**config.mk**
```make
export PLATFORM = sky130hd
export DESIGN_NAME = whte_ctrl
export DESIGN_NICKNAME = d
export VERILOG_FILES = /design/src/design/whte_pkg.sv /design/src/design/whte_ctrl.sv
export SDC_FILE = /design/constraint.sdc
export NUM_CORES = 1
export LEC_CHECK = 0
export BUFFER_PORTS_ARGS = -buffer_cell sky130_fd_sc_hd__buf_2
export CAP_MARGIN = 0
export CORE_ASPECT_RATIO = 0.8
export CORE_MARGIN = 2
export CORE_UTILIZATION = 35
export DETAILED_ROUTE_END_ITERATION = 6
export GPL_ROUTABILITY_DRIVEN = 0
export SYNTH_ARGS = -nofsm -noshare
export SYNTH_HDL_FRONTEND = slang
export SYNTH_SLANG_ARGS = --single-unit
```
**constraint.sdc**
```tcl
create_clock -name i_clk -period 2.5 [get_ports i_clk]
set_input_delay 0.375 -clock i_clk [delete_from_list [all_inputs] [get_ports i_clk]]
set_output_delay 0.375 -clock i_clk [all_outputs]
set_load 0.005 [all_outputs]
```
**src/design/whte_pkg.sv**
```systemverilog
// ----------------------------------------------------------------------------
// whte_pkg
// Shared types and constants of the word hash table engine: transaction
// payloads, operation and status codes, controller command and status groups.
// ----------------------------------------------------------------------------
package whte_pkg;

    localparam int OP_W        = 2;
    localparam int BYTE_W      = 8;
    localparam int HASH_PORT_W = 32;
    localparam int SLOT_PORT_W = 10;
    localparam int STATUS_W    = 3;
    localparam int USED_W      = 11;

    // djb2 seed and multiplier
    localparam int ACC_INIT = 5381;
    localparam int ACC_MULT = 33;

    typedef enum logic [OP_W-1:0] {
        OP_KEY_BYTE = 2'd0,
        OP_LOOKUP   = 2'd1,
        OP_PUSH     = 2'd2
    } t_op;

    typedef enum logic [STATUS_W-1:0] {
        ST_FOUND     = 3'd0,
        ST_INSERTED  = 3'd1,
        ST_FULL      = 3'd2,
        ST_ADDED     = 3'd3,
        ST_DUPLICATE = 3'd4,
        ST_LISTFULL  = 3'd5
    } t_status;

    // what an accepted transaction starts
    typedef enum logic [1:0] {
        K_NONE,
        K_LOOKUP,
        K_PUSH
    } t_kind;

    typedef struct packed {
        logic [OP_W-1:0]        operation;
        logic [BYTE_W-1:0]      key_byte;
        logic                   last;
        logic [HASH_PORT_W-1:0] hash;
        logic [SLOT_PORT_W-1:0] slot;
    } t_in;

    typedef struct packed {
        logic [STATUS_W-1:0]    status;
        logic [SLOT_PORT_W-1:0] result_slot;
        logic [HASH_PORT_W-1:0] result_hash;
        logic [USED_W-1:0]      used_count;
    } t_out;

    typedef struct packed {
        logic    clr_wr;
        logic    load;
        logic    mod_start;
        logic    probe_init;
        logic    slot_rd;
        logic    probe_adv;
        logic    ins_wr;
        logic    push_load;
        logic    scan_rd;
        logic    scan_adv;
        logic    push_wr;
        logic    res_set;
        t_status res_code;
        logic    emit;
    } t_cmd;

    typedef struct packed {
        t_kind in_kind;
        logic  clr_done;
        logic  mod_done;
        logic  occ;
        logic  hit;
        logic  probe_last;
        logic  cnt_zero;
        logic  fl_hit;
        logic  scan_last;
        logic  list_full;
        logic  out_free;
    } t_sts;

endpackage

```
**src/design/whte_ctrl.sv**
```systemverilog
// ----------------------------------------------------------------------------
// whte_ctrl
// Controller: clearing pass after reset, input acceptance, remainder wait,
// linear probe, follower scan and result hand-off.
// ----------------------------------------------------------------------------
module whte_ctrl (
    input  logic           i_clk,
    input  logic           i_rst_n,
    input  logic           i_in_valid,
    output logic           o_in_stall,
    input  whte_pkg::t_sts i_sts,
    output whte_pkg::t_cmd o_cmd
);

    typedef enum logic [3:0] {
        S_CLEAR,
        S_IDLE,
        S_MOD,
        S_PROBE_RD,
        S_PROBE_CHK,
        S_PUSH_RD,
        S_PUSH_CHK,
        S_SCAN_RD,
        S_SCAN_CHK,
        S_PUSH_END,
        S_EMIT
    } t_state;

    t_state r_state;
    t_state n_state;
    logic   r_in_stall;
    logic   accept;

    assign accept = i_in_valid && !r_in_stall;

    always_comb begin
        n_state        = r_state;
        o_cmd          = '0;
        o_cmd.res_code = whte_pkg::ST_FOUND;
        case (r_state)
            S_CLEAR: begin
                o_cmd.clr_wr = 1'b1;
                if (i_sts.clr_done) begin
                    n_state = S_IDLE;
                end
            end
            S_IDLE: begin
                if (accept) begin
                    o_cmd.load = 1'b1;
                    case (i_sts.in_kind)
                        whte_pkg::K_LOOKUP: begin
                            o_cmd.mod_start = 1'b1;
                            n_state         = S_MOD;
                        end
                        whte_pkg::K_PUSH: begin
                            n_state = S_PUSH_RD;
                        end
                        default: begin
                            n_state = S_IDLE;
                        end
                    endcase
                end
            end
            S_MOD: begin
                if (i_sts.mod_done) begin
                    o_cmd.probe_init = 1'b1;
                    n_state          = S_PROBE_RD;
                end
            end
            S_PROBE_RD: begin
                o_cmd.slot_rd = 1'b1;
                n_state       = S_PROBE_CHK;
            end
            S_PROBE_CHK: begin
                if (!i_sts.occ) begin
                    o_cmd.ins_wr   = 1'b1;
                    o_cmd.res_set  = 1'b1;
                    o_cmd.res_code = whte_pkg::ST_INSERTED;
                    n_state        = S_EMIT;
                end else if (i_sts.hit) begin
                    o_cmd.res_set  = 1'b1;
                    o_cmd.res_code = whte_pkg::ST_FOUND;
                    n_state        = S_EMIT;
                end else if (i_sts.probe_last) begin
                    o_cmd.res_set  = 1'b1;
                    o_cmd.res_code = whte_pkg::ST_FULL;
                    n_state        = S_EMIT;
                end else begin
                    o_cmd.probe_adv = 1'b1;
                    n_state         = S_PROBE_RD;
                end
            end
            S_PUSH_RD: begin
                o_cmd.slot_rd = 1'b1;
                n_state       = S_PUSH_CHK;
            end
            S_PUSH_CHK: begin
                o_cmd.push_load = 1'b1;
                n_state         = i_sts.cnt_zero ? S_PUSH_END : S_SCAN_RD;
            end
            S_SCAN_RD: begin
                o_cmd.scan_rd = 1'b1;
                n_state       = S_SCAN_CHK;
            end
            S_SCAN_CHK: begin
                if (i_sts.fl_hit) begin
                    o_cmd.res_set  = 1'b1;
                    o_cmd.res_code = whte_pkg::ST_DUPLICATE;
                    n_state        = S_EMIT;
                end else if (i_sts.scan_last) begin
                    n_state = S_PUSH_END;
                end else begin
                    o_cmd.scan_adv = 1'b1;
                    n_state        = S_SCAN_RD;
                end
            end
            S_PUSH_END: begin
                o_cmd.res_set = 1'b1;
                if (i_sts.list_full) begin
                    o_cmd.res_code = whte_pkg::ST_LISTFULL;
                end else begin
                    o_cmd.push_wr  = 1'b1;
                    o_cmd.res_code = whte_pkg::ST_ADDED;
                end
                n_state = S_EMIT;
            end
            S_EMIT: begin
                if (i_sts.out_free) begin
                    o_cmd.emit = 1'b1;
                    n_state    = S_IDLE;
                end
            end
            default: begin
                n_state = S_IDLE;
            end
        endcase
    end

    always_ff @(posedge i_clk) begin
        if (!i_rst_n) begin
            r_state    <= S_CLEAR;
            r_in_stall <= 1'b1;
        end else begin
            r_state    <= n_state;
            r_in_stall <= n_state != S_IDLE;
        end
    end

    assign o_in_stall = r_in_stall;

    a_accept_idle: assert property (@(posedge i_clk) disable iff (!i_rst_n)
        accept |-> r_state == S_IDLE)
        else $error("transaction accepted outside idle");

    a_mod_wait: assert property (@(posedge i_clk) disable iff (!i_rst_n)
        i_sts.mod_done |-> r_state == S_MOD)
        else $error("remainder done while not waiting for it");

endmodule
```
==> results of run 1 <==
[per-stage QoR]
stage / util, % / cells
floorplan: - / 82
CTS: 47.3 / 133
global route: 47.3 / 133
global placement: 45.7 / 129
detailed placement: 45.7 / 129
finish: 47.3 / 133
[cell families after synthesis]
family | share of synthesized area [%]
AND/OR/NAND/NOR | 51.2
XOR/XNOR | 1.45
AO/OA/AOI/OAI | 20.1
buffers and inverters | 8.92
flip-flops | 16.6
multiplexers | 1.66
[cell usage in the layout (no fill, tap or decap), types with 2 or more instances in the layout]
master and instances:
and3_1 3, or3_1 2, nor3_1 5, nor2b_1 3
and2_1 2, nor2_1 7, nand2b_1 4, nand3b_1 3
clkbuf_4 3, or3b_2 2, buf_2 31, inv_1 3
nor3b_1 2, nand2_1 4, o21bai_1 2, o211ai_1 2
dfxtp_1 5, a21oi_1 6, or4b_1 2, o21ai_0 3
or4_1 2
[critical path, delay by kind of cell (launching register included)]
family        cells  cell delay [ns]
flops             1             0.67
simple gates      4             1.34
[sequential cells by signal (all words and copies together) (netlist names)]
register / cells
o_in_stall: 1
r_state: 4
[synth_stat cells (3+ instances only)]
master	number	area (sq um)
o21ai_0	3	15.0
nor3_1	5	25.0
nand3b_1	3	22.5
and3_1	3	18.8
nor2_1	7	26.3
nand2b_1	4	25.0
nand2_1	4	15.0
inv_1	3	11.3
dfxtp_1	5	100
a21oi_1	6	30.0
nor2b_1	3	18.8
[layout make-up]
| type | count | share of cell area, % |
|---|---|---|
| sequential | 5 | 13.0 |
| timing repair buffer | 31 | 20.2 |
| tap | 22 | 3.58 |
| multi-input combinational | 68 | 58.4 |
| inverter | 3 | 1.46 |
| clock buffer | 4 | 3.41 |
[metal layers]
layer	wire [um]	global-route usage (%)
met1	781	21.7
met2	644	27.3
met3	138	4.38
met4	0	0
met5	0	0
[path summary, 6_finish.rpt]
kind / to / start / slack, ns / depth (start not counted)
setup reg to reg: o_in_stall / r_state[0] / 0.37 / 4
hold / removal: r_state[1] / i_rst_n / 0.38 / 2
setup / recovery: o_in_stall / r_state[0] / 0.37 / 4
hold reg to reg: r_state[0] / o_in_stall / 0.81 / 4
[report_power, final]
group | switching [mW] | internal, mW | leakage [nW] | total, mW
sequential | 0.0142 | 0.0852 | 0.0409 | 0.0995
clock | 0.0324 | 0.0603 | 0.0150 | 0.0926
combinational | 0.0274 | 0.0335 | 0.311 | 0.0609
total | 0.0740 | 0.179 | 0.367 | 0.253
==> summary.txt, run 1 <==
Timing
  – Fin crit share: 85.2%
  – Fin Setup TNS: 0 ns
  – Min Hold Slack: 0.385 ns
  – Setup WS post-layout: 0.370 ns
  – Unrepaired setup endpoints after global routing: no
  – Clock skew: 0.00641 ns
  – Slew Limit Fails: 0
  – Crit path time final: 2.13 ns
  – Slew margin rel.: 62.4%
  – Fin. Hold Viols: 0
  – Setup-failing EPs final: 0
  – Max Fclk: 469 MHz
  – Slew @ Worst Pin: 0.563 ns

Layout
  – Ant. Diodes: 0
  – Final net count: 127
  – Fill cells: 181
  – Post-layout instance area: 769 sq um
  – Register area: 100 sq um
  – Area Overhead vs Synth: 27.6%
  – Multi-input gate area: 449 sq um
  – Layout cells sized above 1: 34.2%

Global route
  – First-pass GRT wire length: 2.52 mm
  – Total track usage: 16.0%
  – Number of global-route vias before repair: 553
  – Total congestion overflow: 0
  – Largest net degree at the start of global routing: 21
  – Initial antenna violation count: 0

Pwr
  – Max VDD drop: 0.238 mV
  – PnR Total Power: 253 uW
  – P_leak: 0.367 nW
  – Pwr dens: 329 nW/um^2

Setup path
  – Slowest-stage cell, CP: dfxtp_1
  – CP most frequent cell: or4_1
  – Critical path data arrival time: 2.24 ns
  – CP required: 2.61 ns
  – Max stage delay on crit path: 0.67 ns
  – CP max FO: 20
  – Crit path cell chain: nor2_1, and3_1, or4_1, or4_1
  – WS Path Type: reg -> reg
  – CP startpoint kind: flip-flop
  – Type of destination of the critical path: flip-flop

Clock tree
  – Reg clk slew, reported paths: 0.05 ns
  – # hold bufs at CTS: 0
  – H-tree depth: 1
  – Worst skew pair latency: 0.24 ns
  – CTS tree: built
  – Clock Root Buffer: clkbuf_4
  – Post-CTS setup buffers: 0
  – Number of buffers created by CTS: 3
  – Clock Sinks: 5
  – Clock Path Buffers: 2
  – # resized after CTS: 0

Route
  – Vias per inst: 5.18
  – Drt drc: 0
  – Via count: 689
  – Drt first pass iters: 4
  – DRT iter0 DRCs: 8
  – Wire per inst: 11.8 um
  – Final ANT Viol Nets: 0
  – DRT Wirelength: 1.56 mm

Synthesis
  – Post-Syn Area: 603 sq um
  – Mapped Cells: 82
  – Seq/Total Area, Yosys: 16.6%
  – Mean post-synth cell area: 7.35 sq um
  – Mapped Nets: 97
  – Ys Warns: 0
  – Ys flop type: dfxtp_1
  – Async SR Flop Fraction: 0%
  – Yosys reg bits: 5
  – Yosys cell types: 37
  – EDFF count, synth: 0

Place
  – Buffers on Ports: 31
  – DPL Wire Length: 1.22 mm
  – Dpl ws: 0.402 ns
  – Post-DP Area: 743 sq um

Status
  – Status: finished clean

Floorplanning
  – Die span in x: 50.4 um
  – Initial Util: 37.1%
  – Die Y: 41.1 um
  – I/O pin cnt: 32
  – Core ar.: 1630 sq um
  – Core Rows: 13
  – Overall die area: 2070 sq um

Run
  – # Max-Cap Violations: 0

Worst hold path
  – Min-delay worst type: in -> reg
No activity file was read; power rests on OpenSTA's default activity.
==> run 2: changes to the inputs <==
--- a/config.mk
+++ b/config.mk
@@ -12,6 +12,7 @@
 export CORE_UTILIZATION = 35
 export DETAILED_ROUTE_END_ITERATION = 6
 export GPL_ROUTABILITY_DRIVEN = 0
+export PLACE_DENSITY = 0.69
 export SYNTH_ARGS = -nofsm -noshare
 export SYNTH_HDL_FRONTEND = slang
 export SYNTH_SLANG_ARGS = --single-unit
==> constraint.sdc (replaced) <==
create_clock -name i_clk -period 2.6 [get_ports i_clk]
set_input_delay 0.39 -clock i_clk [delete_from_list [all_inputs] [get_ports i_clk]]
set_output_delay 0.39 -clock i_clk [all_outputs]
set_load 0.005 [all_outputs]
==> run 2 against run 1 <==
Critical path depth unchanged. First-iteration DRC count up 38%. Clock skew about the same. Worst hold slack about the same. Design area unchanged. Combinational power down 4.6%. Cell count unchanged. Largest power group unchanged.
==> summary.txt, run 2 (same netlist as run 1, synthesis figures left out) <==
Layout
  – Max reg flops: 4 (unchanged)
  – Ant. Diodes: 0 (unchanged)
  – Area Overhead vs Synth: 27.6% (unchanged)
  – Fill cells: 190 (+5.0%)
  – Most common cell after layout, fill and taps aside: buf_2
  – Final net count: 127 (unchanged)
  – Multi-input gate area: 449 sq um (unchanged)
  – Register area: 100 sq um (unchanged)
  – Commonest cells after routing, fill and taps aside: 31 x buf_2, 7 x nor2_1, 6 x a21oi_1
  – Layout cells sized above 1: 34.2% (unchanged)
  – Largest register by flop count: r_state
  – Final Util: 47.3% (unchanged)

Global route
  – Number of global-route vias before repair: 536 (-3.1%)
  – Total track usage: 15.4% (-0.61 points)
  – Largest net degree at the start of global routing: 21 (unchanged)
  – First-pass GRT wire length: 2.38 mm (-5.5%)
  – Total congestion overflow: 0 (unchanged)
  – Initial antenna violation count: 0 (unchanged)

Setup path
  – Max stage delay on crit path: 0.64 ns (-0.03 ns)
  – CP max FO: 17 (-15%)
  – Slowest-stage cell, CP: dfxtp_1
  – Critical path data arrival time: 2.23 ns (about the same)
  – Worst Setup SP: r_state[1]
  – Crit path capture: o_in_stall
  – Reg2Reg Setup Slack: 0.49 ns (+0.12 ns)
  – CP startpoint kind: flip-flop
  – Crit path cell chain: nor2_1, and3_1, or4_1, or4_1
  – Type of destination of the critical path: flip-flop
  – R2R Path Start: r_state[1]
  – CP top delay family: simple AND/OR/NAND/NOR gates
  – Buf+Inv Stages, Crit Path: 0 (unchanged)
  – Reg2Reg Depth: 4 (unchanged)
  – Worst reg2reg path endpoint: o_in_stall
  – CP required: 2.72 ns (+0.11 ns)
  – WS Path Type: reg -> reg
  – CP most frequent cell: or4_1
  – Crit path depth: 4 (unchanged)

Timing
  – Min Hold Slack: 0.385 ns (-0.000305 ns)
  – Slew margin rel.: 63.3% (+0.88 points)
  – Max Fclk: 473 MHz (+0.79%)
  – Slew Limit Fails: 0 (unchanged)
  – Unrepaired setup endpoints after global routing: no
  – Setup-failing EPs final: 0 (unchanged)
  – Fin crit share: 81.3% (-3.9 points)
  – Fin. Hold Viols: 0 (unchanged)
  – Crit path time final: 2.11 ns (-0.0167 ns)
  – Slew @ Worst Pin: 0.550 ns (-0.0132 ns)
  – Clock skew: 0.00684 ns (+0.000429 ns)
  – Setup WS post-layout: 0.487 ns (+0.117 ns)
  – Fin Setup TNS: 0 ns (unchanged)

Clock tree
  – H-tree depth: 1 (unchanged)
  – CTS tree: built
  – Clock Path Buffers: 2 (unchanged)
  – Worst skew pair latency: 0.25 ns (about the same)
  – Reg clk slew, reported paths: 0.05 ns (about the same)
  – Clock Root Buffer: clkbuf_4
  – Clock Sinks: 5 (unchanged)
  – Post-CTS setup buffers: 0 (unchanged)
  – Number of buffers created by CTS: 3 (unchanged)
  – # hold bufs at CTS: 0 (unchanged)
  – # resized after CTS: 0 (unchanged)

Pwr
  – Max VDD drop: 0.249 mV (+4.6%)
  – PnR Total Power: 246 uW (-2.6%)
  – P_leak: 0.367 nW (unchanged)
  – Pwr dens: 320 nW/um^2 (-2.6%)

Route
  – DRT iter0 DRCs: 11 (+3)
  – Routed wl met2: 629 um (-2.3%)
  – Wire per inst: 11.8 um (+0.19%)
  – Met1 WL: 781 um (unchanged)
  – Drt drc: 0 (unchanged)
  – Metal3 WL: 135 um (-2.2%)
  – Top layer in use: met4
  – Via count: 689 (unchanged)
  – Final ANT Viol Nets: 0 (unchanged)
  – Drt first pass iters: 4 (unchanged)
  – Vias per inst: 5.18 (unchanged)
  – DRT Wirelength: 1.57 mm (+0.19%)

Place
  – Buffers on Ports: 31 (unchanged)
  – Dpl ws: 0.493 ns (+0.0913 ns)
  – DPL Wire Length: 1.20 mm (-1.7%)

Floorplanning
  – Overall die area: 2070 sq um (unchanged)
  – Core Rows: 13 (unchanged)
  – Die span in x: 50.4 um (unchanged)
  – Die Y: 41.1 um (unchanged)
  – Core ar.: 1630 sq um (unchanged)
  – I/O pin cnt: 32 (unchanged)
  – Initial Util: 37.1% (unchanged)

Run
  – # Max-Cap Violations: 0 (unchanged)

Worst hold path
  – Min-delay worst type: in -> reg

Status
  – Status: finished clean
-- run 2: power by group --
part / internal, mW / switching, mW / total (mW) / leakage, nW
logic: 0.0322 / 0.0260 / 0.0581 / 0.311
registers: 0.0820 / 0.0137 / 0.0957 / 0.0409
clock network: 0.0582 / 0.0343 / 0.0925 / 0.0150
total: 0.172 / 0.0740 / 0.246 / 0.367
-- run 2: per-layer routing --
| metal | global-route usage, % | up-vias |
|---|---|---|
| li1 | - | 361 |
| met1 | 20.7 | 292 |
| met2 | 24.7 | 34 |
| met3 | 4.01 | 2 |
| met5 | 0 | - |
| met4 | 4.05 | 0 |
-- run 2: worst min path at each step --
stage / end / slack [ns] / cells after the start / start
3_3_place_gp: r_state[3] / 0.63 / 2 / i_rst_n
2_1_floorplan: r_state[3] / 0.51 / 1 / i_rst_n
6_report: r_state[3] / 0.38 / 2 / i_rst_n
3_5_place_dp: r_state[3] / 0.63 / 2 / i_rst_n
5_1_grt: r_state[3] / 0.39 / 2 / i_rst_n
4_1_cts: r_state[3] / 0.38 / 2 / i_rst_n
-- run 2: metrics by stage --
step / area, sq um / instances
CTS: 769 / 133
floorplan: 603 / 82
detailed placement: 743 / 129
global route: 769 / 133
finish: 769 / 133
global placement: 743 / 129
-- run 2: cell type report --
class | count | share of cell area (%)
timing repair buffer | 31 | 20.2
sequential | 5 | 13.0
clock buffer | 4 | 3.41
inverter | 3 | 1.46
tap | 22 | 3.58
multi-input combinational | 68 | 58.4
